===== src/design/bvm_pkg.sv =====
// ----------------------------------------------------------------------------
// Battery voltage monitor package
// Shared widths, scale constants and the status word of the serial units.
// ----------------------------------------------------------------------------
package bvm_pkg;

   // Block size and field widths
   localparam int SAMPLES_PER_UPDATE = 8;
   localparam int SAMPLE_W           = 12;
   localparam int SUM_W              = 20;
   localparam int COUNT_W            = 9;
   localparam int MV_W               = 16;
   localparam int CHARGE_W           = 8;

   // Conversion constants: mv = avg * 33000 >> 12, charge = mv * 100 / (10 + span)
   localparam int ADC_BITS                   = 12;
   localparam logic [MV_W-1:0] MV_FULL_SCALE = 16'd33000;
   localparam logic [MV_W-1:0] CHARGE_OFFSET = 16'd10;
   localparam logic [MV_W-1:0] LOG_DELTA_RST = 16'd100;
   localparam logic [MV_W-1:0] MV_MAX        = 16'hFFFF;

   // Serial shift-add multiplier
   localparam int MUL_A_W   = 16;
   localparam int MUL_B_W   = 12;
   localparam int MUL_P_W   = MUL_A_W + MUL_B_W;
   localparam int MUL_CNT_W = $clog2(MUL_B_W);
   localparam logic [MUL_B_W-1:0] CHARGE_SCALE = 12'd100;

   // Serial restoring divider
   localparam int DIV_N_W   = 22;
   localparam int DIV_D_W   = 16;
   localparam int DIV_CNT_W = $clog2(DIV_N_W);

   // Status word of a serial unit
   typedef struct packed {
      logic busy;
      logic done;
   } unit_status_type;

endpackage


===== src/design/bvm_mul.sv =====
// ----------------------------------------------------------------------------
// Serial multiplier
// Shift-add multiplier that retires one multiplier bit per cycle, LSB first.
// ----------------------------------------------------------------------------
module bvm_mul (
   input  logic                          clock,
   input  logic                          reset,
   input  logic                          start,
   input  logic [bvm_pkg::MUL_A_W-1:0]   mcand,
   input  logic [bvm_pkg::MUL_B_W-1:0]   mplier,
   output logic [bvm_pkg::MUL_P_W-1:0]   product,
   output bvm_pkg::unit_status_type      status
);

   logic                          busy_ff, busy_in;
   logic                          done_ff, done_in;
   logic [bvm_pkg::MUL_CNT_W-1:0] cnt_ff, cnt_in;
   logic [bvm_pkg::MUL_A_W-1:0]   mcand_ff, mcand_in;
   logic [bvm_pkg::MUL_B_W-1:0]   mplier_ff, mplier_in;
   logic [bvm_pkg::MUL_P_W-1:0]   prod_ff, prod_in;
   logic [bvm_pkg::MUL_A_W:0]     part_sum;

   // Add the multiplicand into the upper half when the current bit is set
   always_comb begin
      part_sum = {1'b0, prod_ff[bvm_pkg::MUL_P_W-1:bvm_pkg::MUL_B_W]}
               + (mplier_ff[0] ? {1'b0, mcand_ff} : '0);
   end

   // Load on start, then shift one bit per cycle
   always_comb begin
      busy_in   = busy_ff;
      done_in   = 1'b0;
      cnt_in    = cnt_ff;
      mcand_in  = mcand_ff;
      mplier_in = mplier_ff;
      prod_in   = prod_ff;
      if (start) begin
         busy_in   = 1'b1;
         cnt_in    = '0;
         mcand_in  = mcand;
         mplier_in = mplier;
         prod_in   = '0;
      end else if (busy_ff) begin
         prod_in   = {part_sum, prod_ff[bvm_pkg::MUL_B_W-1:1]};
         mplier_in = mplier_ff >> 1;
         cnt_in    = cnt_ff + 1'b1;
         if (cnt_ff == bvm_pkg::MUL_CNT_W'(bvm_pkg::MUL_B_W - 1)) begin
            busy_in = 1'b0;
            done_in = 1'b1;
         end
      end
   end

   always_ff @(posedge clock) begin
      if (reset) begin
         busy_ff <= 1'b0;
         done_ff <= 1'b0;
         cnt_ff  <= '0;
      end else begin
         busy_ff <= busy_in;
         done_ff <= done_in;
         cnt_ff  <= cnt_in;
      end
      mcand_ff  <= mcand_in;
      mplier_ff <= mplier_in;
      prod_ff   <= prod_in;
   end

   assign product     = prod_ff;
   assign status.busy = busy_ff;
   assign status.done = done_ff;

endmodule


===== src/design/bvm_div.sv =====
// ----------------------------------------------------------------------------
// Serial divider
// Restoring divider that produces one quotient bit per cycle, MSB first.
// ----------------------------------------------------------------------------
module bvm_div (
   input  logic                          clock,
   input  logic                          reset,
   input  logic                          start,
   input  logic [bvm_pkg::DIV_N_W-1:0]   dividend,
   input  logic [bvm_pkg::DIV_D_W-1:0]   divisor,
   output logic [bvm_pkg::DIV_N_W-1:0]   quotient,
   output bvm_pkg::unit_status_type      status
);

   logic                          busy_ff, busy_in;
   logic                          done_ff, done_in;
   logic [bvm_pkg::DIV_CNT_W-1:0] cnt_ff, cnt_in;
   logic [bvm_pkg::DIV_D_W-1:0]   dvsr_ff, dvsr_in;
   logic [bvm_pkg::DIV_D_W-1:0]   rem_ff, rem_in;
   logic [bvm_pkg::DIV_N_W-1:0]   quo_ff, quo_in;
   logic [bvm_pkg::DIV_D_W:0]     shifted;
   logic [bvm_pkg::DIV_D_W:0]     trial;
   logic                          fits;

   // Bring down the next dividend bit and try the subtraction
   always_comb begin
      shifted = {rem_ff, quo_ff[bvm_pkg::DIV_N_W-1]};
      trial   = shifted - {1'b0, dvsr_ff};
      fits    = (shifted >= {1'b0, dvsr_ff});
   end

   // Load on start, then one quotient bit per cycle
   always_comb begin
      busy_in = busy_ff;
      done_in = 1'b0;
      cnt_in  = cnt_ff;
      dvsr_in = dvsr_ff;
      rem_in  = rem_ff;
      quo_in  = quo_ff;
      if (start) begin
         busy_in = 1'b1;
         cnt_in  = '0;
         dvsr_in = divisor;
         rem_in  = '0;
         quo_in  = dividend;
      end else if (busy_ff) begin
         rem_in = fits ? trial[bvm_pkg::DIV_D_W-1:0] : shifted[bvm_pkg::DIV_D_W-1:0];
         quo_in = {quo_ff[bvm_pkg::DIV_N_W-2:0], fits};
         cnt_in = cnt_ff + 1'b1;
         if (cnt_ff == bvm_pkg::DIV_CNT_W'(bvm_pkg::DIV_N_W - 1)) begin
            busy_in = 1'b0;
            done_in = 1'b1;
         end
      end
   end

   always_ff @(posedge clock) begin
      if (reset) begin
         busy_ff <= 1'b0;
         done_ff <= 1'b0;
         cnt_ff  <= '0;
      end else begin
         busy_ff <= busy_in;
         done_ff <= done_in;
         cnt_ff  <= cnt_in;
      end
      dvsr_ff <= dvsr_in;
      rem_ff  <= rem_in;
      quo_ff  <= quo_in;
   end

   assign quotient    = quo_ff;
   assign status.busy = busy_ff;
   assign status.done = done_ff;

endmodule


===== src/design/battery_voltage_monitor_top.sv =====
// ----------------------------------------------------------------------------
// Battery voltage monitor
// Block averaging of converter samples with min/max, charge figure and flag.
// ----------------------------------------------------------------------------
// Usage:
//   req_ channel carries one 12-bit converter sample per word. Samples are
//   summed; every SAMPLES_PER_UPDATE-th sample closes a block and produces one
//   rsp_ word (voltage, charge figure, lowest, highest, change flag).
//   csr_wr_en / csr_wr_data set the change threshold in mV; write it idle.
//   A sample that does not close a block is only added to the sum. The
//   sample that closes a block is followed by a sequence of serial
//   arithmetic before rsp_valid rises: two passes of the 22-step divider
//   (average, charge) and two passes of the 12-step shift-add multiplier
//   (mV scaling, charge scaling). req_ready is low during that time.
//   A waiting rsp_ word does not block sampling; only the next block's
//   result waits until the held word is taken.
//   Reset: synchronous; clears the sum and count, sets lowest to 65535,
//   highest and last flagged voltage to 0, and the threshold to 100 mV.
//   No clearing pass is needed after reset.
// ----------------------------------------------------------------------------
module battery_voltage_monitor_top (
   input  logic                           clock,
   input  logic                           reset,
   input  logic                           req_valid,
   output logic                           req_ready,
   input  logic [bvm_pkg::SAMPLE_W-1:0]   req_adc_sample,
   output logic                           rsp_valid,
   input  logic                           rsp_ready,
   output logic [bvm_pkg::MV_W-1:0]       rsp_voltage_mv,
   output logic [bvm_pkg::CHARGE_W-1:0]   rsp_charge_figure,
   output logic [bvm_pkg::MV_W-1:0]       rsp_lowest_mv,
   output logic [bvm_pkg::MV_W-1:0]       rsp_highest_mv,
   output logic                           rsp_change_flag,
   input  logic                           csr_wr_en,
   input  logic [bvm_pkg::MV_W-1:0]       csr_wr_data
);

   typedef enum logic [2:0] {
      ST_ACC,
      ST_AVG,
      ST_MV,
      ST_RANGE,
      ST_CMUL,
      ST_CDIV,
      ST_OUT
   } state_type;

   state_type                       state_ff, state_in;
   logic [bvm_pkg::SUM_W-1:0]       sum_ff, sum_in;
   logic [bvm_pkg::COUNT_W-1:0]     count_ff, count_in;
   logic [bvm_pkg::MV_W-1:0]        low_ff, low_in;
   logic [bvm_pkg::MV_W-1:0]        high_ff, high_in;
   logic [bvm_pkg::MV_W-1:0]        last_ff, last_in;
   logic [bvm_pkg::MV_W-1:0]        delta_ff, delta_in;
   logic [bvm_pkg::MV_W-1:0]        mv_ff, mv_in;
   logic [bvm_pkg::CHARGE_W-1:0]    charge_ff, charge_in;
   logic                            mul_start_ff, mul_start_in;
   logic [bvm_pkg::MUL_A_W-1:0]     mcand_ff, mcand_in;
   logic [bvm_pkg::MUL_B_W-1:0]     mplier_ff, mplier_in;
   logic                            div_start_ff, div_start_in;
   logic [bvm_pkg::DIV_N_W-1:0]     dividend_ff, dividend_in;
   logic [bvm_pkg::DIV_D_W-1:0]     divisor_ff, divisor_in;
   logic                            rsp_valid_ff, rsp_valid_in;
   logic [bvm_pkg::MV_W-1:0]        o_mv_ff, o_mv_in;
   logic [bvm_pkg::CHARGE_W-1:0]    o_charge_ff, o_charge_in;
   logic [bvm_pkg::MV_W-1:0]        o_low_ff, o_low_in;
   logic [bvm_pkg::MV_W-1:0]        o_high_ff, o_high_in;
   logic                            o_flag_ff, o_flag_in;

   logic [bvm_pkg::MUL_P_W-1:0]     product;
   logic [bvm_pkg::DIV_N_W-1:0]     quotient;
   bvm_pkg::unit_status_type        mul_st;
   bvm_pkg::unit_status_type        div_st;

   logic [bvm_pkg::SUM_W-1:0]       sum_next;
   logic [bvm_pkg::COUNT_W-1:0]     count_next;
   logic [bvm_pkg::MV_W-1:0]        span;
   logic [bvm_pkg::MV_W-1:0]        diff;
   logic                            flag;
   logic                            accept;
   logic                            out_free;

   bvm_mul u_mul (
      .clock   (clock),
      .reset   (reset),
      .start   (mul_start_ff),
      .mcand   (mcand_ff),
      .mplier  (mplier_ff),
      .product (product),
      .status  (mul_st)
   );

   bvm_div u_div (
      .clock    (clock),
      .reset    (reset),
      .start    (div_start_ff),
      .dividend (dividend_ff),
      .divisor  (divisor_ff),
      .quotient (quotient),
      .status   (div_st)
   );

   // Handshake and datapath helpers
   assign req_ready = (state_ff == ST_ACC);
   assign accept    = req_valid && req_ready;
   assign out_free  = !rsp_valid_ff || rsp_ready;

   always_comb begin
      sum_next   = sum_ff + {{(bvm_pkg::SUM_W - bvm_pkg::SAMPLE_W){1'b0}}, req_adc_sample};
      count_next = count_ff + 1'b1;
      span       = (high_ff >= low_ff) ? (high_ff - low_ff) : '0;
      diff       = (mv_ff >= last_ff) ? (mv_ff - last_ff) : (last_ff - mv_ff);
      flag       = (diff > delta_ff);
   end

   // Accumulate samples and sequence the block-end arithmetic through the shared serial units
   always_comb begin
      state_in     = state_ff;
      sum_in       = sum_ff;
      count_in     = count_ff;
      low_in       = low_ff;
      high_in      = high_ff;
      last_in      = last_ff;
      delta_in     = csr_wr_en ? csr_wr_data : delta_ff;
      mv_in        = mv_ff;
      charge_in    = charge_ff;
      mul_start_in = 1'b0;
      mcand_in     = mcand_ff;
      mplier_in    = mplier_ff;
      div_start_in = 1'b0;
      dividend_in  = dividend_ff;
      divisor_in   = divisor_ff;
      rsp_valid_in = rsp_valid_ff && !rsp_ready;
      o_mv_in      = o_mv_ff;
      o_charge_in  = o_charge_ff;
      o_low_in     = o_low_ff;
      o_high_in    = o_high_ff;
      o_flag_in    = o_flag_ff;

      case (state_ff)
         ST_ACC: begin
            if (accept) begin
               if (count_next == bvm_pkg::COUNT_W'(bvm_pkg::SAMPLES_PER_UPDATE)) begin
                  // Block complete: divide the sum by the block size
                  sum_in       = '0;
                  count_in     = '0;
                  dividend_in  = bvm_pkg::DIV_N_W'(sum_next);
                  divisor_in   = bvm_pkg::DIV_D_W'(bvm_pkg::SAMPLES_PER_UPDATE);
                  div_start_in = 1'b1;
                  state_in     = ST_AVG;
               end else begin
                  sum_in   = sum_next;
                  count_in = count_next;
               end
            end
         end
         ST_AVG: begin
            // Scale the average to millivolts
            if (div_st.done) begin
               mcand_in     = bvm_pkg::MV_FULL_SCALE;
               mplier_in    = quotient[bvm_pkg::MUL_B_W-1:0];
               mul_start_in = 1'b1;
               state_in     = ST_MV;
            end
         end
         ST_MV: begin
            if (mul_st.done) begin
               mv_in    = product[bvm_pkg::MUL_P_W-1:bvm_pkg::ADC_BITS];
               state_in = ST_RANGE;
            end
         end
         ST_RANGE: begin
            // Track the extremes, then scale for the charge figure
            if (mv_ff > high_ff) begin
               high_in = mv_ff;
            end
            if (mv_ff < low_ff) begin
               low_in = mv_ff;
            end
            mcand_in     = mv_ff;
            mplier_in    = bvm_pkg::CHARGE_SCALE;
            mul_start_in = 1'b1;
            state_in     = ST_CMUL;
         end
         ST_CMUL: begin
            if (mul_st.done) begin
               dividend_in  = product[bvm_pkg::DIV_N_W-1:0];
               divisor_in   = span + bvm_pkg::CHARGE_OFFSET;
               div_start_in = 1'b1;
               state_in     = ST_CDIV;
            end
         end
         ST_CDIV: begin
            // Saturate the charge quotient
            if (div_st.done) begin
               charge_in = (|quotient[bvm_pkg::DIV_N_W-1:bvm_pkg::CHARGE_W]) ?
                           {bvm_pkg::CHARGE_W{1'b1}} : quotient[bvm_pkg::CHARGE_W-1:0];
               state_in  = ST_OUT;
            end
         end
         ST_OUT: begin
            // Hold until the output register is free
            if (out_free) begin
               rsp_valid_in = 1'b1;
               o_mv_in      = mv_ff;
               o_charge_in  = charge_ff;
               o_low_in     = low_ff;
               o_high_in    = high_ff;
               o_flag_in    = flag;
               if (flag) begin
                  last_in = mv_ff;
               end
               state_in = ST_ACC;
            end
         end
         default: begin
            state_in = ST_ACC;
         end
      endcase
   end

   always_ff @(posedge clock) begin
      if (reset) begin
         state_ff     <= ST_ACC;
         sum_ff       <= '0;
         count_ff     <= '0;
         low_ff       <= bvm_pkg::MV_MAX;
         high_ff      <= '0;
         last_ff      <= '0;
         delta_ff     <= bvm_pkg::LOG_DELTA_RST;
         mul_start_ff <= 1'b0;
         div_start_ff <= 1'b0;
         rsp_valid_ff <= 1'b0;
      end else begin
         state_ff     <= state_in;
         sum_ff       <= sum_in;
         count_ff     <= count_in;
         low_ff       <= low_in;
         high_ff      <= high_in;
         last_ff      <= last_in;
         delta_ff     <= delta_in;
         mul_start_ff <= mul_start_in;
         div_start_ff <= div_start_in;
         rsp_valid_ff <= rsp_valid_in;
      end
      mv_ff       <= mv_in;
      charge_ff   <= charge_in;
      mcand_ff    <= mcand_in;
      mplier_ff   <= mplier_in;
      dividend_ff <= dividend_in;
      divisor_ff  <= divisor_in;
      o_mv_ff     <= o_mv_in;
      o_charge_ff <= o_charge_in;
      o_low_ff    <= o_low_in;
      o_high_ff   <= o_high_in;
      o_flag_ff   <= o_flag_in;
   end

   assign rsp_valid         = rsp_valid_ff;
   assign rsp_voltage_mv    = o_mv_ff;
   assign rsp_charge_figure = o_charge_ff;
   assign rsp_lowest_mv     = o_low_ff;
   assign rsp_highest_mv    = o_high_ff;
   assign rsp_change_flag   = o_flag_ff;

   // The two serial units are never busy together
   a_units_exclusive: assert property (@(posedge clock) disable iff (reset)
      !(mul_st.busy && div_st.busy))
      else $error("multiplier and divider busy at once");

   // The sample count never reaches the block size
   a_count_range: assert property (@(posedge clock) disable iff (reset)
      count_ff < bvm_pkg::COUNT_W'(bvm_pkg::SAMPLES_PER_UPDATE))
      else $error("sample count reached block size");

   // A delivered word always has highest at or above lowest
   a_range_order: assert property (@(posedge clock) disable iff (reset)
      rsp_valid |-> (rsp_highest_mv >= rsp_lowest_mv))
      else $error("highest below lowest in result word");

   // A flagged word leaves its voltage as the new reference
   a_flag_ref: assert property (@(posedge clock) disable iff (reset)
      (rsp_valid && rsp_change_flag) |-> (last_ff == rsp_voltage_mv))
      else $error("flag reference not updated");

endmodule

===== config.mk =====
export PLATFORM = sky130hd
export DESIGN_NAME = battery_voltage_monitor_top
export DESIGN_NICKNAME = d
export VERILOG_FILES = /design/src/design/bvm_pkg.sv /design/src/design/bvm_mul.sv /design/src/design/bvm_div.sv /design/src/design/battery_voltage_monitor_top.sv
export SDC_FILE = /design/constraint.sdc
export NUM_CORES = 1
export LEC_CHECK = 0
export BUFFER_PORTS_ARGS = -buffer_cell sky130_fd_sc_hd__buf_2
export CAP_MARGIN = 20
export CORE_MARGIN = 1.5
export CORE_UTILIZATION = 35
export CTS_CLUSTER_DIAMETER = 120
export DETAILED_ROUTE_END_ITERATION = 10
export GPL_TIMING_DRIVEN = 1
export MAX_ROUTING_LAYER = met4
export PLACE_DENSITY_LB_ADDON = 0.15
export SYNTH_ARGS = -nofsm -noshare
export SYNTH_HDL_FRONTEND = slang
export SYNTH_SLANG_ARGS = --single-unit

===== constraint.sdc =====
create_clock -name clock -period 6.88 [get_ports clock]
set_input_delay 0 -clock clock [delete_from_list [all_inputs] [get_ports clock]]
set_output_delay 0 -clock clock [all_outputs]
set_load 0.01 [all_outputs]

==> results.json, run 1 <==
{
  "drtIter0Drc": 700,
  "viasPerCell": 5.088,
  "synth_area_leaders": "edfxtp_1, dfxtp_1, ha_1",
  "syn_avg_cell_area_um2": 10.50,
  "setup_viol": 0,
  "path_cells": "inv_1, ha_1, inv_1, fa_1, a21o_1, a221oi_2, or3_1, a31oi_1, or3_1, o21ai_1, buf_4, nor2_1, a21oi_1, xor2_1, ha_1, a21o_1, a21o_1, a21oi_1, and3b_1, a211oi_4, buf_4, mux2i_1, nor2_1",
  "hold_class": "primary input to flop",
  "routedWlPerCell_um": 17.48,
  "clock-sinks": 369,
  "place_inst": 2568,
  "first_global_vias": 13400,
  "status": "complete, no violations",
  "synth.distinct_cells": 79,
  "clockBufferDepth": 3,
  "finalHoldViolCount": 0,
  "routabilityCongestion": 0.8618,
  "ys_seq_elements": 369,
  "yosysWarnings": 0,
  "antenna_left": 0,
  "async_reset_ff_share_pct": 0,
  "power_leakage_nw": 8.935,
  "tightest_slew_ns": 1.074,
  "coreArea_um2": 54030,
  "clk_pin_slew_ns": 0.06,
  "grt_max_degree": 60,
  "cts_setup_buffers": 0,
  "synth-seq-area-share_pct": 49.60,
  "slew_viol_final": 0,
  "setup_ws_ns": 1.424,
  "criticalPathCategory": "flop to flop",
  "die_w_um": 237.2,
  "drive_gt1_share_pct": 12.28,
  "grt_usage_pct": 17.26,
  "vias": 13700,
  "seq_area_um2": 9522,
  "rows": 85,
  "ir_drop_mv": 0.1513,
  "fin_cells": 2692,
  "slew_headroom_pct": 28.32,
  "max_stage_delay_ns": 0.47,
  "dp_slack_ns": 1.428,
  "yosysTopAreaCell": "edfxtp_1",
  "hold_depth": 6,
  "crit_path_frequent_cell": "a21o_1",
  "grt-ovfl-total": 0,
  "fillCellCount": 5266,
  "root_buffer": "clkbuf_16",
  "fin_crit_sh_pct": 79.30,
  "cellPowerDensity_nw_per_um2": 232.8,
  "route.detailed.drc": 0,
  "tns_ns": 0,
  "die-area_um2": 56250,
  "grt_pass1_wl_um": 74500,
  "cp-end-kind": "flop",
  "portBuffers": 91,
  "crit_path_top_delay_cell": "edfxtp_1",
  "synthCells": 1827,
  "finClkSkew_ns": 0.02068,
  "netlist_top_cells_count": "edfxtp_1, nor2_1, dfxtp_1, ha_1, nand2_1",
  "cts_max_level": 2,
  "fin_crit_ns": 5.456,
  "rsz0062_at_grt": "no",
  "firstDrtPassIters": 5,
  "nets": 2141,
  "hpwl_um": 33830,
  "ff2ff_path_depth": 23,
  "start_util_pct": 35.52,
  "multi_input_area_um2": 8989,
  "routed_wl_um": 47060,
  "critPathMaxFanout": 16,
  "critPathArrivalTime_ns": 5.90,
  "antenna_found_initial": 1,
  "synth_area_um2": 19190,
  "yosysMostFrequentCell": "edfxtp_1",
  "synth_top_area_share_pct": 33.33,
  "start_kind": "flop",
  "die_y_um": 237.2,
  "fmax_ghz": 0.1833,
  "area_growth_pct": 16.12,
  "clkLatencyLatePin_ns": 0.57,
  "numCtsBuffers": 44,
  "cts_tree": "built",
  "synth_edf_count": 213,
  "maxCapViolations": 0,
  "synthFlopType": "edfxtp_1",
  "required_ns": 7.32,
  "ios": 92,
  "syn_nets": 2009
}
==> power by group <==
part / total [W] / internal, W / leakage (nW) / switching (W)
combinational: 0.000431 / 0.000196 / 5.04 / 0.000235
clock: 0.00235 / 0.00139 / 0.702 / 0.000957
sequential: 0.00241 / 0.00237 / 3.20 / 0.0000424
total: 0.00519 / 0.00395 / 8.94 / 0.00123
==> cell usage in the layout (no fill, tap or decap), types with 23 or more instances in the layout <==
| cell type | netlist | layout |
|---|---|---|
| o21ai_0 | 73 | 72 |
| nor3_1 | 23 | 23 |
| ha_1 | 143 | 143 |
| xnor2_1 | 34 | 34 |
| xor2_1 | 45 | 45 |
| o211ai_1 | 23 | 23 |
| inv_1 | 119 | 118 |
| nor2b_1 | 26 | 26 |
| a21o_1 | 43 | 43 |
| a21oi_1 | 96 | 96 |
| nand4_1 | 23 | 23 |
| nor2_1 | 196 | 196 |
| nand3_1 | 24 | 24 |
| buf_2 | 9 | 91 |
| nand2_1 | 138 | 138 |
| and2_1 | 35 | 35 |
| mux2_2 | 38 | 38 |
| dlygate4sd3_1 | 0 | 41 |
| clkbuf_16 | 0 | 45 |
| dfxtp_1 | 156 | 154 |
| mux2i_1 | 81 | 81 |
| edfxtp_1 | 213 | 213 |
==> critical path: cells and delay by family, from the launching register on <==
kind	cells	cell delay, ns
AO/OA/AOI/OAI	9	1.85
AND/OR/NAND/NOR	5	0.91
adder cells (fa/ha/maj)	3	0.86
buffers and inverters	4	0.81
flip-flops	1	0.47
multiplexers	1	0.22
XOR/XNOR	1	0.19
==> through the flow <==
stage / power [W] / cell area (um2) / hold slack, ns / utilization (%)
after CTS: 0.005260 / 22280 / 0.02227 / 41.24
after detailed placement: 0.002868 / 20420 / 0.2213 / 37.79
after global routing: 0.005408 / 22290 / 0.08742 / 41.25
after floorplan: 0.002770 / 19190 / 0.1304 / -
after global placement: 0.002859 / 20420 / 0.2308 / 37.79
final: 0.005189 / 22290 / 0.04812 / 41.25
==> state kept, by name, indices dropped and copies added (netlist names), 9 cells and up <==
signal,flops
u_mul.product,28
u_mul.mcand_ff,16
u_div.quotient,22
dividend_ff,22
u_div.dvsr_ff,16
sum_ff,20
rsp_highest_mv,16
mplier_ff,12
u_mul.mplier_ff,12
high_ff,16
mcand_ff,16
count_ff,9
divisor_ff,16
rsp_lowest_mv,16
mv_ff,16
u_div.rem_ff,16
rsp_voltage_mv,16
low_ff,16
last_ff,16
delta_ff,16
==> area by class of cell <==
| cell class | count | area share (%) |
|---|---|---|
| sequential | 369 | 42.73 |
| multi-input combinational | 1275 | 40.33 |
| clock buffer | 56 | 5.373 |
| timing repair buffer | 150 | 4.492 |
| tap | 696 | 3.908 |
| inverter | 119 | 2.004 |
| clock inverter | 26 | 1.151 |
| antenna | 1 | 0.01123 |
==> path summary, 6_finish.rpt <==
| path | start | endpoint | slack, ns |
|---|---|---|---|
| worst max-delay path | mv_ff[0] | last_ff[1] | 1.42 |
| worst min-delay path | req_adc_sample[2] | sum_ff[3] | 0.05 |
| worst max register to register | mv_ff[0] | last_ff[1] | 1.42 |
| worst min register to register | charge_ff[1] | rsp_charge_figure[1] | 0.42 |
==> cells by family (layout without fill, tap and decap cells) <==
kind of cell,count (synthesis),count (layout),share of synthesized area [%]
compound gates,372,372,12.90
fa+ha+maj,149,149,9.949
xor+xnor,79,79,3.605
mux,119,119,6.454
buf+inv,183,351,3.716
flops,369,369,49.60
other cells,0,1,0
simple gates,556,556,13.78
==> routing by layer <==
layer	part of all wire (%)	GRT usage (%)	up-vias
met5	0	-	-
met4	2.3	5.462	0
met3	3.6	2.439	69
met2	44	26.11	233
met1	50	23.90	6563
li1	-	-	6832
==> repair_timing <==
item	CTS	global route
resized for setup	0	0
hold buffers	41	0
endpoints found under the hold margin	48	0
Note: power is estimated with default switching activity, not from simulation.
==> run 2: changes to the inputs <==
--- a/config.mk
+++ b/config.mk
@@ -5,6 +5,7 @@
 export SDC_FILE = /design/constraint.sdc
 export NUM_CORES = 1
 export LEC_CHECK = 0
+export ABC_AREA = 1
 export BUFFER_PORTS_ARGS = -buffer_cell sky130_fd_sc_hd__buf_2
 export CAP_MARGIN = 20
 export CORE_MARGIN = 1.5
==> constraint.sdc (replaced) <==
create_clock -name clock -period 4.7 [get_ports clock]
set_input_delay 0 -clock clock [delete_from_list [all_inputs] [get_ports clock]]
set_output_delay 0 -clock clock [all_outputs]
set_load 0.01 [all_outputs]
==> run 2 against run 1 <==
Compared with the run above:
- non-clock buffer count increased by 12
- synthesized cell count rose by 31%
- cell count increased by 24%
- largest power group unchanged
- critical path type unchanged
- combinational power grew to 3.7 times the previous value
- global-route usage rose by 1.9 points
- worst setup slack got worse by 0.89 ns
- critical path depth decreased by 1
- via count is 18% higher
- first-iteration DRC count increased by 66%
==> results.json, run 2 <==
{
  "grt_usage_pct": 19.12,
  "syn_nets": 2577,
  "die_w_um": 242.1,
  "drive_gt1_share_pct": 9.405,
  "cp-end-kind": "flop",
  "hold_class": "primary input to flop",
  "crit_path_top_delay_cell": "fa_1",
  "fin_util_pct": 41.03,
  "critPathMaxFanout": 23,
  "drtIter0Drc": 1162,
  "placed_area_um2": 21440,
  "cts_max_level": 2,
  "die_y_um": 242.1,
  "ys_seq_elements": 369,
  "numCtsBuffers": 43,
  "routed_wl_um": 54850,
  "cts_setup_buffers": 0,
  "routedWlPerCell_um": 16.47,
  "grt_max_degree": 67,
  "status": "complete, no violations",
  "clk_pin_slew_ns": 0.06,
  "async_reset_ff_share_pct": 0,
  "synth.distinct_cells": 55,
  "place_inst": 3214,
  "netlist_top_cells_count": "nand2_1, inv_1, edfxtp_1, a21oi_1, nor2_1",
  "ir_drop_mv": 0.2611,
  "syn_avg_cell_area_um2": 8.356,
  "fillCellCount": 5717,
  "antenna_found_initial": 0,
  "largest_reg_flops": 28,
  "cellPowerDensity_nw_per_um2": 377.6,
  "vias": 16120,
  "tightest_slew_ns": 1.046,
  "area_growth_pct": 15.82,
  "slew_headroom_pct": 30.21,
  "root_buffer": "clkbuf_16",
  "setup_viol": 0,
  "mostFrequentLayoutCell": "nand2_1",
  "die-area_um2": 58620,
  "criticalPathCategory": "flop to flop",
  "clkLatencyLatePin_ns": 0.58,
  "cts_tree": "built",
  "clockBufferDepth": 3,
  "yosysMostFrequentCell": "nand2_1",
  "max_stage_delay_ns": 0.42,
  "coreArea_um2": 56500,
  "power_leakage_nw": 10.19,
  "firstDrtPassIters": 5,
  "fin_crit_sh_pct": 88.72,
  "fin_crit_ns": 4.170,
  "final_cell_area_um2": 23180,
  "finClkSkew_ns": 0.02950,
  "fin_cells": 3329,
  "portBuffers": 91,
  "yosysTopAreaCell": "edfxtp_1",
  "grt_pass1_wl_um": 86680,
  "synth_edf_count": 213,
  "grt-ovfl-total": 0,
  "clock-sinks": 369,
  "rows": 87,
  "slew_viol_final": 0,
  "synthCells": 2395,
  "synth_area_leaders": "edfxtp_1, dfxtp_1, nand2_1",
  "route.detailed.drc": 0,
  "required_ns": 5.18,
  "finalHoldViolCount": 0,
  "synth-seq-area-share_pct": 47.57,
  "critPathArrivalTime_ns": 4.65,
  "diodes": 0,
  "maxCapViolations": 0,
  "routabilityCongestion": 0.8985,
  "nets": 2720,
  "antenna_left": 0,
  "yosysWarnings": 0,
  "rsz0062_at_grt": "no",
  "path_cells": "inv_1, ha_1, inv_1, fa_1, a21oi_1, o21ai_1, nand2_1, nand3_2, inv_2, nand2_1, nand2_1, xnor2_1, inv_1, ha_1, nand4_1, nor3_1, nand3_1, a21boi_2, nand2_1, buf_4, nand2_1, a21oi_1",
  "synthFlopType": "edfxtp_1",
  "start_util_pct": 35.42,
  "crit_path_frequent_cell": "nand2_1",
  "fmax_ghz": 0.2398,
  "start_kind": "flop",
  "hpwl_um": 40430,
  "viasPerCell": 4.842,
  "synth_area_um2": 20010,
  "synth_top_area_share_pct": 31.96,
  "layout_common_cells": "nand2_1, inv_1, edfxtp_1",
  "tns_ns": 0,
  "first_global_vias": 15670,
  "ios": 92
}
run 2: kinds of logic (layout without fill, tap and decap cells):
logic type	Yosys count	in the layout	share of synthesized area (%)
xor gates and xnor gates	57	57	2.532
and+or+nand+nor	1027	1027	22.01
AOI/OAI and AO/OA	390	390	10.54
buffers and inverters	403	581	7.809
adders and majority gates	149	149	9.541
DFF	369	369	47.57
run 2: final timing paths:
| path | start | endpoint | slack [ns] | depth (start not counted) |
|---|---|---|---|---|
| setup / recovery | mv_ff[0] | last_ff[0] | 0.53 | 22 |
| hold / removal | req_adc_sample[5] | sum_ff[5] | 0.04 | 5 |
| setup reg to reg | mv_ff[0] | last_ff[0] | 0.53 | 22 |
| hold reg to reg | mcand_ff[13] | u_mul.mcand_ff[13] | 0.42 | 0 |
run 2: where the power goes:
group	total, W	leakage, nW	switching [W]	internal [W]
Clock	0.00327	0.662	0.00137	0.00190
Sequential	0.00390	3.19	0.000206	0.00369
Combinational	0.00159	6.34	0.00101	0.000572
Total	0.00875	10.2	0.00259	0.00616
run 2: worst max-delay path: cells and delay by family (launching register included):
family	cells	cell delay [ns]
AO/OA/AOI/OAI	4	0.75
XOR/XNOR	1	0.13
adder cells (fa/ha/maj)	3	0.88
buffers and inverters	5	0.80
flip-flops	1	0.38
AND/OR/NAND/NOR	9	1.14
run 2: metal layers:
layer  share of wire, %  routed length (um)  GRT usage [%]
met2                 46               25290          30.33
met5                  0                   0              -
met4                2.2                1222          4.945
met1                 48               26320          25.71
met3                3.7                2013          2.570
run 2: stage by stage:
| stage | total power (W) | hold WS (ns) | setup slack [ns] |
|---|---|---|---|
| final | 0.008752 | 0.03946 | 0.5304 |
| after floorplan | 0.005043 | 0.1111 | 1.020 |
| after CTS | 0.008864 | 0.0007953 | 0.5306 |
| after global routing | 0.009235 | 0.05292 | 0.06458 |
| after detailed placement | 0.005528 | 0.2478 | 0.5643 |
| after global placement | 0.005511 | 0.2351 | 0.6901 |
run 2: repair_timing:
action | in CTS | in global routing
resized for setup | 0 | 0
hold buffers | 34 | 0
hold endpoints to repair | 29 | 0
run 2: final cells by class:
| class | instances | area [um2] | area share, % |
|---|---|---|---|
| sequential | 369 | 9520 | 41.07 |
| clock inverter | 15 | 170.2 | 0.7341 |
| tap | 756 | 945.9 | 4.081 |
| multi-input combinational | 1623 | 8960 | 38.66 |
| inverter | 339 | 1277 | 5.511 |
| clock buffer | 65 | 1209 | 5.215 |
| timing repair buffer | 162 | 1096 | 4.729 |
==> run 3: changes to the inputs <==
--- a/config.mk
+++ b/config.mk
@@ -9,8 +9,8 @@
 export BUFFER_PORTS_ARGS = -buffer_cell sky130_fd_sc_hd__buf_2
 export CAP_MARGIN = 20
 export CORE_MARGIN = 1.5
-export CORE_UTILIZATION = 35
-export CTS_CLUSTER_DIAMETER = 120
+export CORE_UTILIZATION = 56
+export CTS_CLUSTER_DIAMETER = 150
 export DETAILED_ROUTE_END_ITERATION = 10
 export GPL_TIMING_DRIVEN = 1
 export MAX_ROUTING_LAYER = met4
==> run 3 against run 2 <==
Compared with the run above:
- worst setup slack got worse by 0.054 ns
- clock power fell by 2%
- sequential power hardly changed
- die area down 37%
- first-iteration DRC count up 9.0%
- sequential cell count is the same
- fmax shrank 1.3%
- utilization grew 23 points
- non-clock buffer count is 15 lower
- power decreased by 0.73%
- register-to-register slack got worse by 0.05 ns
- wire length fell by 9.6%
- highest routed layer unchanged
==> results.json, run 3 (synthesis results as in run 2) <==
{
  "dp_slack_ns": 0.2712,
  "fin_crit_sh_pct": 89.87,
  "p_seq_share_pct": 44.9,
  "viasPerCell": 5.412,
  "start_util_pct": 56.54,
  "clk_pin_slew_ns": 0.06,
  "final_cell_area_um2": 22640,
  "multi_input_area_um2": 8972,
  "layout_common_cells": "nand2_1, inv_1, edfxtp_1",
  "cts_setup_buffers": 0,
  "maxCapViolations": 0,
  "antenna_found_initial": 1,
  "status": "complete, no violations",
  "fin_crit_ns": 4.224,
  "die-area_um2": 36880,
  "numCtsBuffers": 39,
  "placed_area_um2": 20990,
  "coreArea_um2": 35400,
  "cts_tree": "built",
  "first_global_vias": 15400,
  "hpwl_um": 36420,
  "cellPowerDensity_nw_per_um2": 383.8,
  "portBuffers": 91,
  "clkLatencyLatePin_ns": 0.58,
  "mostFrequentLayoutCell": "nand2_1",
  "cts_max_level": 2,
  "power_switching_w": 0.002558,
  "diodes": 0,
  "finClkSkew_ns": 0.01930,
  "hold_class": "primary input to flop",
  "grt_usage_pct": 28.35,
  "ios": 92,
  "swShare_pct": 29.44,
  "fillCellCount": 3096,
  "internal-power_w": 0.006130,
  "fin_util_pct": 63.95,
  "setup_viol": 0,
  "largest_reg_flops": 28,
  "finalHoldViolCount": 0,
  "power_leakage_nw": 10.10,
  "antenna_left": 0,
  "clock-sinks": 369,
  "routed_wl_um": 49600,
  "drive_gt1_share_pct": 9.020,
  "combPwrFrac_pct": 18.2,
  "vias": 16300,
  "tns_ns": 0,
  "cp-end-kind": "flop",
  "critPathMaxFanout": 23,
  "seq_area_um2": 9520,
  "tightest_slew_ns": 0.9638,
  "fmax_ghz": 0.2368,
  "nets": 2701,
  "route.detailed.drc": 0,
  "required_ns": 5.19,
  "clockBufferDepth": 3,
  "area_growth_pct": 13.12,
  "criticalPathCategory": "flop to flop",
  "critPathArrivalTime_ns": 4.71,
  "routabilityCongestion": 0.9401,
  "grt_max_degree": 55,
  "drtIter0Drc": 1267,
  "grt_pass1_wl_um": 79400,
  "setup_ws_ns": 0.4761,
  "clkPwrFrac_pct": 36.8,
  "rows": 69,
  "grt-ovfl-total": 0,
  "start_kind": "flop",
  "die_y_um": 192.0,
  "slew_viol_final": 0,
  "ir_drop_mv": 0.3243,
  "die_w_um": 192.0,
  "routedWlPerCell_um": 16.47,
  "slew_headroom_pct": 35.68,
  "firstDrtPassIters": 6,
  "rsz0062_at_grt": "no",
  "root_buffer": "clkbuf_16"
}
## run 3: cell count changes in the layout (fill, tap and decap cells not counted), moves of 2 or more
cell	change
dlygate4sd3_1	-3
buf_12	-2
buf_4	-12
clkinv_1	+4
clkbuf_16	-4
clkbuf_1	-10
clkbuf_8	-2
bufinv_16	+3
## run 3: layer usage
metal  wire [um]  track usage, %  vias to the layer above  part of all wire, %
met5           0               -                        -                    0
met4        1197           8.557                        0                  2.4
met3        2752           3.289                       75                  5.5
met2       22560           44.83                      422                   45
met1       23090           38.42                     7640                   47
li1            -               -                     8159                    -
## run 3: final timing paths
check	slack, ns	to	from	cells after the start
max	0.48	last_ff[13]	mv_ff[0]	21
max reg2reg	0.48	last_ff[13]	mv_ff[0]	21
min	0.04	sum_ff[3]	req_adc_sample[3]	5
min reg2reg	0.42	u_mul.mcand_ff[14]	mcand_ff[14]	0
## run 3: critical path: stages, from the launching register on
cell	delay, ns
edfxtp_1	0.48
inv_1	0.13
ha_1	0.15
inv_1	0.08
fa_1	0.42
a21oi_1	0.29
o21ai_1	0.13
nand2_1	0.13
nand3_4	0.24
inv_2	0.23
nand2_1	0.07
nand2_1	0.07
xor2_1	0.15
inv_1	0.06
ha_1	0.29
nand2_1	0.07
nor3_1	0.27
nand2_1	0.11
a21boi_2	0.25
buf_4	0.28
nand3_1	0.09
a21oi_1	0.18
## run 3: power by group through the flow
stage | clock (W) | combinational, W | sequential, W
2_1_floorplan | 0 | 0.00118 | 0.00386
3_3_place_gp | 0 | 0.00150 | 0.00396
3_5_place_dp | 0 | 0.00154 | 0.00397
4_1_cts | 0.00326 | 0.00157 | 0.00390
5_1_grt | 0.00338 | 0.00180 | 0.00392
6_report | 0.00320 | 0.00158 | 0.00390
## run 3: what timing repair did
action                                 4_1_cts  5_1_grt
hold buffers                                31        0
endpoints found under the hold margin       26        0
gates resized for setup                      0        2
setup endpoints to repair                    0       16
## run 3: layout make-up
type	instances	share of cell area [%]
clock buffers	49	4.610
multi-input cells	1623	39.64
well taps	461	2.548
inverters	339	5.643
clock inverters	23	1.271
flip-flops and latches	369	42.06
repair buffers	147	4.234
## run 3: through the flow
step | std cells | total power (W) | hold slack, ns
floorplan | 2395 | 0.005043 | 0.1111
global placement | 2905 | 0.005459 | 0.2110
detailed placement | 2908 | 0.005507 | 0.2212
CTS | 3011 | 0.008730 | 0.01094
global route | 3011 | 0.009095 | 0.06836
finish | 3011 | 0.008688 | 0.04248
